===== config.mk =====
export PLATFORM = sky130hd
export DESIGN_NAME = uart_period_command_parser
export DESIGN_NICKNAME = d
export VERILOG_FILES = /design/src/upc_pkg.sv /design/src/upc_ctrl.sv /design/src/upc_datapath.sv /design/src/uart_period_command_parser.sv
export SDC_FILE = /design/constraint.sdc
export NUM_CORES = 1
export LEC_CHECK = 0
export CELL_PAD_IN_SITES_DETAIL_PLACEMENT = 0
export CELL_PAD_IN_SITES_GLOBAL_PLACEMENT = 2
export CORE_MARGIN = 3
export CORE_UTILIZATION = 40
export DETAILED_ROUTE_END_ITERATION = 6
export DONT_BUFFER_PORTS = 1
export MAX_ROUTING_LAYER = met4
export PLACE_DENSITY = 0.74
export SKIP_CTS_REPAIR_TIMING = 1
export SKIP_LAST_GASP = 1
export SLEW_MARGIN = 20
export SYNTH_ARGS = -nofsm -noshare
export SYNTH_HDL_FRONTEND = slang
export SYNTH_HIERARCHICAL = 1
export SYNTH_SLANG_ARGS = --single-unit

===== constraint.sdc =====
create_clock -name i_clk -period 2.9 [get_ports i_clk]
set_clock_uncertainty 0.05 [all_clocks]
set_input_delay 0.29 -clock i_clk [delete_from_list [all_inputs] [get_ports i_clk]]
set_output_delay 0.29 -clock i_clk [all_outputs]
set_load 0.1 [all_outputs]

===== src/upc_pkg.sv =====
`timescale 1ns / 1ps
// ----------------------------------------------------------------------------
// UART period command parser package
// Shared constants, character codes, status codes and control types.
// ----------------------------------------------------------------------------
package upc_pkg;

    localparam int CMD_CAPACITY_DEF = 10;
    localparam int PERIOD_W         = 14;

    localparam logic [PERIOD_W-1:0] PERIOD_RESET = 14'd1000;

    // Character codes.
    localparam logic [7:0] CH_CR    = 8'h0D;
    localparam logic [7:0] CH_SOF   = 8'h24;
    localparam logic [7:0] CH_EOF   = 8'h26;
    localparam logic [7:0] CH_T_UP  = 8'h54;
    localparam logic [7:0] CH_T_LO  = 8'h74;
    localparam logic [7:0] CH_O_UP  = 8'h4F;
    localparam logic [7:0] CH_O_LO  = 8'h6F;
    localparam logic [7:0] CH_I_UP  = 8'h49;
    localparam logic [7:0] CH_I_LO  = 8'h69;
    localparam logic [7:0] CH_ZERO  = 8'h30;
    localparam logic [7:0] CH_NINE  = 8'h39;

    // Frame layout, as offsets from the start mark.
    localparam int TYPE_OFF        = 1;
    localparam int TARGET_OFF      = 2;
    localparam int FIRST_DIGIT_OFF = 3;
    localparam int LAST_DIGIT_OFF  = 6;
    localparam int END_MARK_OFF    = 7;
    localparam int MIN_FRAME_LEN   = 8;

    typedef enum logic [1:0] {
        ST_OK         = 2'd0,
        ST_BUF_FULL   = 2'd1,
        ST_BAD_FORMAT = 2'd2,
        ST_NOT_FOUND  = 2'd3
    } t_status;

    typedef enum logic [1:0] {
        S_IDLE,
        S_SCAN,
        S_EVAL
    } t_state;

    typedef struct packed {
        logic store_char;
        logic scan_start;
        logic scan_step;
        logic eval_commit;
    } t_dp_cmd;

    typedef struct packed {
        logic rx_is_cr;
        logic scan_done;
    } t_dp_sts;

    function automatic logic is_digit(input logic [7:0] c);
        return (c >= CH_ZERO) && (c <= CH_NINE);
    endfunction

endpackage


===== src/upc_ctrl.sv =====
`timescale 1ns / 1ps
// ----------------------------------------------------------------------------
// UART period command parser controller
// Sequences character transfers, the frame scan and the result register.
// ----------------------------------------------------------------------------
module upc_ctrl
    import upc_pkg::*;
(
    input  logic    i_clk,
    input  logic    i_rst_n,
    input  logic    i_valid,
    output logic    o_stall,
    output logic    o_valid,
    input  logic    i_stall,
    input  t_dp_sts i_sts,
    output t_dp_cmd o_cmd
);

    t_state  r_state;
    t_state  n_state;
    logic    r_out_valid;
    logic    n_out_valid;
    logic    w_out_free;
    logic    w_stall;
    logic    w_accept;
    t_dp_cmd w_cmd;

    // The result register may be reloaded when it is empty or is being taken.
    assign w_out_free = !r_out_valid || !i_stall;
    assign w_stall    = (r_state != S_IDLE) || !w_out_free;
    assign w_accept   = i_valid && !w_stall;

    always_comb begin
        n_state = r_state;
        unique case (r_state)
            S_IDLE: begin
                if (w_accept && i_sts.rx_is_cr) begin
                    n_state = S_SCAN;
                end
            end
            S_SCAN: begin
                if (i_sts.scan_done) begin
                    n_state = S_EVAL;
                end
            end
            S_EVAL: begin
                if (w_out_free) begin
                    n_state = S_IDLE;
                end
            end
            default: n_state = S_IDLE;
        endcase
    end

    always_comb begin
        w_cmd = '0;
        unique case (r_state)
            S_IDLE: begin
                if (w_accept) begin
                    w_cmd.scan_start = i_sts.rx_is_cr;
                    w_cmd.store_char = !i_sts.rx_is_cr;
                end
            end
            S_SCAN: w_cmd.scan_step = 1'b1;
            S_EVAL: w_cmd.eval_commit = w_out_free;
            default: w_cmd = '0;
        endcase
    end

    always_comb begin
        if (w_cmd.store_char || w_cmd.eval_commit) begin
            n_out_valid = 1'b1;
        end else begin
            n_out_valid = r_out_valid && i_stall;
        end
    end

    always_ff @(posedge i_clk) begin
        if (!i_rst_n) begin
            r_state     <= S_IDLE;
            r_out_valid <= 1'b0;
        end else begin
            r_state     <= n_state;
            r_out_valid <= n_out_valid;
        end
    end

    assign o_stall = w_stall;
    assign o_valid = r_out_valid;
    assign o_cmd   = w_cmd;

`ifndef ASSERT_OFF
    a_cr_starts_scan: assert property (@(posedge i_clk) disable iff (!i_rst_n)
        (w_accept && i_sts.rx_is_cr) |=> (r_state == S_SCAN))
        else $error("accepted carriage return did not start a scan");

    a_no_overwrite: assert property (@(posedge i_clk) disable iff (!i_rst_n)
        (r_out_valid && i_stall) |-> !(w_cmd.store_char || w_cmd.eval_commit))
        else $error("result register reloaded while its transfer is stalled");

    a_commit_gives_result: assert property (@(posedge i_clk) disable iff (!i_rst_n)
        w_cmd.eval_commit |=> (r_out_valid && (r_state == S_IDLE)))
        else $error("frame evaluation did not produce a result");
`endif

endmodule


===== src/upc_datapath.sv =====
`timescale 1ns / 1ps
// ----------------------------------------------------------------------------
// UART period command parser datapath
// Character store, frame scan flags, decimal accumulator and period registers.
// ----------------------------------------------------------------------------
module upc_datapath
    import upc_pkg::*;
#(
    parameter int CMD_CAPACITY = CMD_CAPACITY_DEF
)
(
    input  logic                i_clk,
    input  logic                i_rst_n,
    input  logic [7:0]          i_rx_char,
    input  t_dp_cmd             i_cmd,
    output t_dp_sts             o_sts,
    output logic [1:0]          o_status,
    output logic                o_processed,
    output logic [PERIOD_W-1:0] o_pwm_period_ms,
    output logic [PERIOD_W-1:0] o_input_period_ms
);

    localparam int CNT_W = $clog2(CMD_CAPACITY + 1);
    localparam int IDX_W = $clog2(CMD_CAPACITY);

    logic [7:0] r_mem [CMD_CAPACITY];

    logic [CNT_W-1:0]    r_fill;
    logic [CNT_W-1:0]    r_idx;
    logic [7:0]          r_q;
    logic                r_q_vld;
    logic                r_has_sof;
    logic                r_has_eof;
    logic                r_extra_sof;
    logic                r_nondigit;
    logic [CNT_W-1:0]    r_off;
    logic [CNT_W-1:0]    r_eof_off;
    logic [7:0]          r_type;
    logic [7:0]          r_target;
    logic [PERIOD_W-1:0] r_val;
    logic [PERIOD_W-1:0] r_pwm_period;
    logic [PERIOD_W-1:0] r_input_period;
    t_status             r_status;
    logic                r_processed;

    logic             w_room;
    logic             w_rd_ok;
    logic [CNT_W-1:0] w_cur;
    t_status          w_eval_status;
    logic             w_load_pwm;
    logic             w_load_input;
    logic             w_is_o;
    logic             w_is_i;

    assign w_room  = r_fill < CNT_W'(CMD_CAPACITY);
    assign w_rd_ok = r_idx < r_fill;
    assign w_cur   = r_off + CNT_W'(1);

    assign o_sts.rx_is_cr  = (i_rx_char == CH_CR);
    assign o_sts.scan_done = (r_idx == r_fill) && !r_q_vld;

    // Character store with a registered read port for the scan.
    always_ff @(posedge i_clk) begin
        if (i_cmd.store_char && w_room) begin
            r_mem[r_fill[IDX_W-1:0]] <= i_rx_char;
        end
        if (i_cmd.scan_step && w_rd_ok) begin
            r_q <= r_mem[r_idx[IDX_W-1:0]];
        end
    end

    always_ff @(posedge i_clk) begin
        if (!i_rst_n) begin
            r_fill <= '0;
        end else if (i_cmd.eval_commit) begin
            r_fill <= '0;
        end else if (i_cmd.store_char && w_room) begin
            r_fill <= r_fill + CNT_W'(1);
        end
    end

    // One stored character per cycle. Offsets count from the first start mark;
    // everything after the first end mark is ignored.
    always_ff @(posedge i_clk) begin
        if (!i_rst_n) begin
            r_idx       <= '0;
            r_q_vld     <= 1'b0;
            r_has_sof   <= 1'b0;
            r_has_eof   <= 1'b0;
            r_extra_sof <= 1'b0;
            r_nondigit  <= 1'b0;
        end else if (i_cmd.scan_start) begin
            r_idx       <= '0;
            r_q_vld     <= 1'b0;
            r_has_sof   <= 1'b0;
            r_has_eof   <= 1'b0;
            r_extra_sof <= 1'b0;
            r_nondigit  <= 1'b0;
            r_val       <= '0;
        end else if (i_cmd.scan_step) begin
            r_q_vld <= w_rd_ok;
            if (w_rd_ok) begin
                r_idx <= r_idx + CNT_W'(1);
            end
            if (r_q_vld && !r_has_eof) begin
                if (r_has_sof) begin
                    r_off <= w_cur;
                    if (w_cur == CNT_W'(TYPE_OFF)) begin
                        r_type <= r_q;
                    end
                    if (w_cur == CNT_W'(TARGET_OFF)) begin
                        r_target <= r_q;
                    end
                    if (r_q == CH_EOF) begin
                        r_has_eof <= 1'b1;
                        r_eof_off <= w_cur;
                    end else begin
                        if (r_q == CH_SOF) begin
                            r_extra_sof <= 1'b1;
                        end
                        if (w_cur >= CNT_W'(FIRST_DIGIT_OFF) && !is_digit(r_q)) begin
                            r_nondigit <= 1'b1;
                        end
                        if (w_cur >= CNT_W'(FIRST_DIGIT_OFF)
                                && w_cur <= CNT_W'(LAST_DIGIT_OFF)) begin
                            r_val <= (r_val << 3) + (r_val << 1) + PERIOD_W'(r_q[3:0]);
                        end
                    end
                end else if (r_q == CH_SOF) begin
                    r_has_sof <= 1'b1;
                    r_off     <= '0;
                end else if (r_q == CH_EOF) begin
                    // An end mark with no start mark before it fails the frame.
                    r_has_eof <= 1'b1;
                end
            end
        end
    end

    assign w_is_o = (r_target == CH_O_UP) || (r_target == CH_O_LO);
    assign w_is_i = (r_target == CH_I_UP) || (r_target == CH_I_LO);

    always_comb begin
        w_eval_status = ST_OK;
        w_load_pwm    = 1'b0;
        w_load_input  = 1'b0;
        priority if (!r_has_sof || !r_has_eof) begin
            w_eval_status = ST_BAD_FORMAT;
        end else if (r_extra_sof) begin
            w_eval_status = ST_BAD_FORMAT;
        end else if (r_type != CH_T_UP && r_type != CH_T_LO) begin
            w_eval_status = ST_NOT_FOUND;
        end else if (r_fill < CNT_W'(MIN_FRAME_LEN)) begin
            w_eval_status = ST_BAD_FORMAT;
        end else if (r_nondigit) begin
            w_eval_status = ST_NOT_FOUND;
        end else if (w_is_o || w_is_i) begin
            if (r_eof_off != CNT_W'(END_MARK_OFF)) begin
                w_eval_status = ST_NOT_FOUND;
            end else begin
                w_load_pwm   = w_is_o;
                w_load_input = w_is_i;
            end
        end else begin
            // Unknown target letter: accepted, nothing changes.
            w_eval_status = ST_OK;
        end
    end

    // The periods change only when a new result is loaded, so they can drive
    // the result fields directly.
    always_ff @(posedge i_clk) begin
        if (!i_rst_n) begin
            r_pwm_period   <= PERIOD_RESET;
            r_input_period <= PERIOD_RESET;
        end else if (i_cmd.eval_commit) begin
            if (w_load_pwm) begin
                r_pwm_period <= r_val;
            end
            if (w_load_input) begin
                r_input_period <= r_val;
            end
        end
    end

    always_ff @(posedge i_clk) begin
        if (i_cmd.eval_commit) begin
            r_status    <= w_eval_status;
            r_processed <= 1'b1;
        end else if (i_cmd.store_char) begin
            r_status    <= w_room ? ST_OK : ST_BUF_FULL;
            r_processed <= 1'b0;
        end
    end

    assign o_status          = r_status;
    assign o_processed       = r_processed;
    assign o_pwm_period_ms   = r_pwm_period;
    assign o_input_period_ms = r_input_period;

`ifndef ASSERT_OFF
    a_fill_bound: assert property (@(posedge i_clk) disable iff (!i_rst_n)
        (r_fill <= CNT_W'(CMD_CAPACITY)) && (r_idx <= CNT_W'(CMD_CAPACITY)))
        else $error("fill count or scan index out of range");

    a_commit_clears: assert property (@(posedge i_clk) disable iff (!i_rst_n)
        i_cmd.eval_commit |=> (r_fill == '0))
        else $error("store not cleared after frame evaluation");
`endif

endmodule


===== src/uart_period_command_parser.sv =====
`timescale 1ns / 1ps
// ----------------------------------------------------------------------------
// UART period command parser
// Collects received characters and evaluates "$T<X><4 digits>&" frames.
// ----------------------------------------------------------------------------
// Usage:
//   Input channel (i_valid / o_stall, i_rx_char) carries one received byte
//   per transfer. Output channel (o_valid / i_stall) returns exactly one
//   result per input byte: status, processed flag and both current periods.
//   A normal byte is stored (status ok) or dropped (status buffer full) and
//   its result is valid in the cycle after the transfer; normal bytes can
//   follow each other every cycle while the receiver does not stall.
//   A carriage return starts a scan of the store, one character per cycle
//   through the store's read port; the frame is then evaluated and its
//   result loaded into the result register, and the next byte is held off
//   until then. The store is emptied afterwards.
//   Reset sets both periods to 1000 ms and empties the store; no result is
//   pending after reset.
//   While the receiver stalls a result, o_stall holds off new bytes, but a
//   scan already started runs to its end and waits for the result register.
// ----------------------------------------------------------------------------
module uart_period_command_parser
    import upc_pkg::*;
#(
    parameter int CMD_CAPACITY = CMD_CAPACITY_DEF
)
(
    input  logic                i_clk,
    input  logic                i_rst_n,
    input  logic                i_valid,
    output logic                o_stall,
    input  logic [7:0]          i_rx_char,
    output logic                o_valid,
    input  logic                i_stall,
    output logic [1:0]          o_status,
    output logic                o_processed,
    output logic [PERIOD_W-1:0] o_pwm_period_ms,
    output logic [PERIOD_W-1:0] o_input_period_ms
);

    t_dp_cmd w_cmd;
    t_dp_sts w_sts;

    upc_ctrl u_ctrl (
        .i_clk   (i_clk),
        .i_rst_n (i_rst_n),
        .i_valid (i_valid),
        .o_stall (o_stall),
        .o_valid (o_valid),
        .i_stall (i_stall),
        .i_sts   (w_sts),
        .o_cmd   (w_cmd)
    );

    upc_datapath #(
        .CMD_CAPACITY (CMD_CAPACITY)
    ) u_datapath (
        .i_clk             (i_clk),
        .i_rst_n           (i_rst_n),
        .i_rx_char         (i_rx_char),
        .i_cmd             (w_cmd),
        .o_sts             (w_sts),
        .o_status          (o_status),
        .o_processed       (o_processed),
        .o_pwm_period_ms   (o_pwm_period_ms),
        .o_input_period_ms (o_input_period_ms)
    );

endmodule


==> results.md <==
- CP Class: flop to flop
- Mux contribution to synthesized area: 7.43%
- Final Max Tran Viols: 0
- FF-to-FF Start: u_datapath/r_q[3]
- Slew of the pin with the lowest slew margin: 1.01 ns
- Yosys warns: 6
- Clock Pin Slew Worst Setup and Hold Paths: 0.07 ns
- Final #Nets: 643
- Worst r2r path cells: 9
- Largest family of logic cells by synthesized area: simple AND/OR/NAND/NOR gates
- Switching Fraction: 22.5%
- Number of synthesized flops with an enable pin: 126
- Number of global-route vias before repair: 4576
- Vias: 4494
- WP data arrival: 2.83 ns
- Antenna-violating nets left: 0
- # clock sinks: 171
- Root cell of the clock tree: clkbuf_16
- Flop pwr share: 51.2%
- Max_cap viols: 0
- Detail Placement HPWL: 10.6 mm
- Diode count: 0
- First-pass GRT wire length: 24.4 mm
- TNS Setup: 0 ns
- Port Buffer Count: 0
- Num CTS Buffers: 17
- Synthesized area: 7550 sq um
- # IOs: 45
- Final Wtd Congestion: 0.823
- Iteration-0 DRC Markers: 289
- Critical hold path startpoint: i_rst_n
- Skew-Pair Late Insertion Delay: 0.42 ns
- Syn_area_per_cell: 13.4 sq um
- Global Route met2 Usage: 25.0%
- R2R Setup Slk: 0.18 ns
- Static Leak: 3.03 nW
- Largest net degree at the start of global routing: 51
- Max Buffers Root-to-Sink: 2
- Layout cell share with drive strength beyond 1: 13.2%
- Max FO, Critical Path: 2
- CTS tree: built
- Power per cell area: 598 nW/um^2
- Synth Area in XOR/XNOR: 1.39%
- Die X: 143 um
- Adder-cell share of the synthesized area: 6.33%
- Outcome: completed
- Yosys reg bits: 171
- F_max: 367 MHz
- Compound-Gate Fraction of Synth Area: 8.17%
- DRT Wirelength: 15.6 mm
- Simple-gate area share of the yosys netlist: 12.1%
- Grt met1 use: 21.0%
- Syn Inst Count: 565
- GR Overflow Total: 0
- Startpoint types: flop
- DRC: 0
- RR Endpoint: u_datapath/r_val[11]
- Vias per cell: 5.38
- RSZ-0062 raised after global routing: no
- Power Internal: 4.03 mW
- CORE AREA: 18300 sq um
- Starting Density: 41.3%
- Peak VDD IR: 0.000544 V
- Initial DRT Pass Iterations: 5
- Clock power share: 45.6%
- Met3 GRT Util: 4.09%
- Pwr Total: 5.20 mW
- GRT Max-Usage Layer: met2
- Die Ht: 143 um
- Synth Net Count: 614
- Net Switching: 1.17 mW
- Area growth from synthesis to layout: 15.0%
- GRT Resource Usage Total: 16.0%
- CP Capture Type: flop
- Hold Violations, Final: 0
- DR WL/cell: 18.7 um
- H-tree Lvls: 4
- Worst EP required: 3.01 ns
- Count of cell types in the netlist: 55
- Final worst-path cycle share: 93.9%
- Initial antenna violation count: 1
- Hold Path Stages: 2
- Period minus WS final: 2.72 ns
- Slew HR: 32.4%
- Num rows: 49
- Asr flop ratio synth: 0%
- Ys flop type: edfxtp_1
- Sequential-to-total area share from yosys stat: 62.1%
- Full die area: 20600 sq um
- Type of the most critical hold path: input port to flop
- Logic gate share of total power: 3.2%
- Final setup viols: 0
- Hold endpoint: u_datapath/o_input_period_ms[1]
[power by group through the flow]
stage / Combinational (mW) / Clock [mW] / Sequential [mW]
final: 0.165 / 2.37 / 2.66
after global routing: 0.182 / 2.53 / 2.66
after CTS: 0.126 / 2.43 / 2.66
after detailed placement: 0.125 / 0 / 2.72
after global placement: 0.125 / 0 / 2.71
after floorplan: 0.0906 / 0 / 2.72
[critical path: stages (launching register included)]
cell and delay (ns):
edfxtp_1 0.34, inv_1 0.06, fa_1 0.54, inv_2 0.06, ha_4 0.25, a211oi_4 0.24
o21a_1 0.17, o21ai_1 0.09, nor4bb_1 0.15, or4_1 0.53
[per-stage QoR]
stage	setup WS [ns]	instance area (sq um)	utilization (%)	instances	hold slack, ns
final	0.178	8680	47.5	836	0.00121
after global routing	0.00690	8680	47.5	836	0.00123
after CTS	0.0969	8530	46.7	824	-0.141
after detailed placement	0.112	7900	43.3	792	0.315
after global placement	0.125	7900	43.3	792	0.308
after floorplan	0.0193	7560	-	565	0.339
[registers in the layout, summed over array words and instances (netlist names), 7 cells and up]
signal,count
u_datapath/o_input_period_ms,14
u_datapath/o_pwm_period_ms,14
u_datapath/r_mem,80
u_datapath/r_q,8
u_datapath/r_target,7
u_datapath/r_type,7
u_datapath/r_val,14
[synthesized netlist by cell type, types with 6 or more instances]
master | instances | area share, %
clkbuf_1 | 12 | 0.60
xor2_1 | 6 | 0.70
dfxtp_1 | 45 | 12
ha_1 | 35 | 5.8
a21oi_1 | 25 | 1.7
a31oi_1 | 9 | 0.75
o21ai_1 | 9 | 0.60
xnor2_1 | 6 | 0.70
mux2i_1 | 20 | 2.7
nor2_1 | 31 | 1.5
and2_1 | 6 | 0.50
edfxtp_1 | 126 | 50
a211oi_1 | 11 | 1.1
o21ai_0 | 22 | 1.5
mux4_2 | 16 | 4.8
nand2_1 | 40 | 2.0
and3_1 | 13 | 1.1
nor2b_1 | 18 | 1.5
inv_1 | 18 | 0.90
nand3_1 | 20 | 1.3
[routing by layer]
metal  routed length (um)  vias up
met5                    0        -
met4                  141        0
met3                  645       11
met2                 7360       77
met1                 7480     2216
li1                     -     2190
[how the worst max path moves through the flow]
stage / from / to / slack (ns)
2_1_floorplan: u_ctrl/o_valid / u_datapath/r_target[0] / 0.02
3_3_place_gp: u_datapath/r_q[3] / u_datapath/r_val[11] / 0.12
3_5_place_dp: u_datapath/r_q[3] / u_datapath/r_val[11] / 0.11
4_1_cts: u_datapath/r_q[3] / u_datapath/r_val[11] / 0.1
5_1_grt: u_datapath/r_q[3] / u_datapath/r_val[11] / 0.007
6_report: u_datapath/r_q[3] / u_datapath/r_val[11] / 0.18
[cell families after synthesis]
group	Yosys count
flip-flops	171
AND/OR/NAND/NOR	168
multiplexers	36
AO/OA/AOI/OAI	100
buffers and inverters	41
adder cells (fa/ha/maj)	37
XOR/XNOR	12
[cells in the final DEF (no fill, tap or decap), drive strengths merged, types with 22 or more instances in the layout]
cell / n
buf: 22
edfxtp: 126
ha: 35
nand2: 40
o21ai: 31
inv: 26
a21oi: 25
dfxtp: 45
nor2: 31
[area by class of cell]
class | count | area [sq um]
Fill cell | 1643 | 9590
Multi-Input combinational cell | 353 | 2710
Clock buffer | 17 | 425
Sequential cell | 171 | 4680
Inverter | 18 | 67.6
Tap cell | 229 | 287
Clock inverter | 15 | 200
Timing Repair Buffer | 33 | 313
Power figures use the tool's default switching activity.
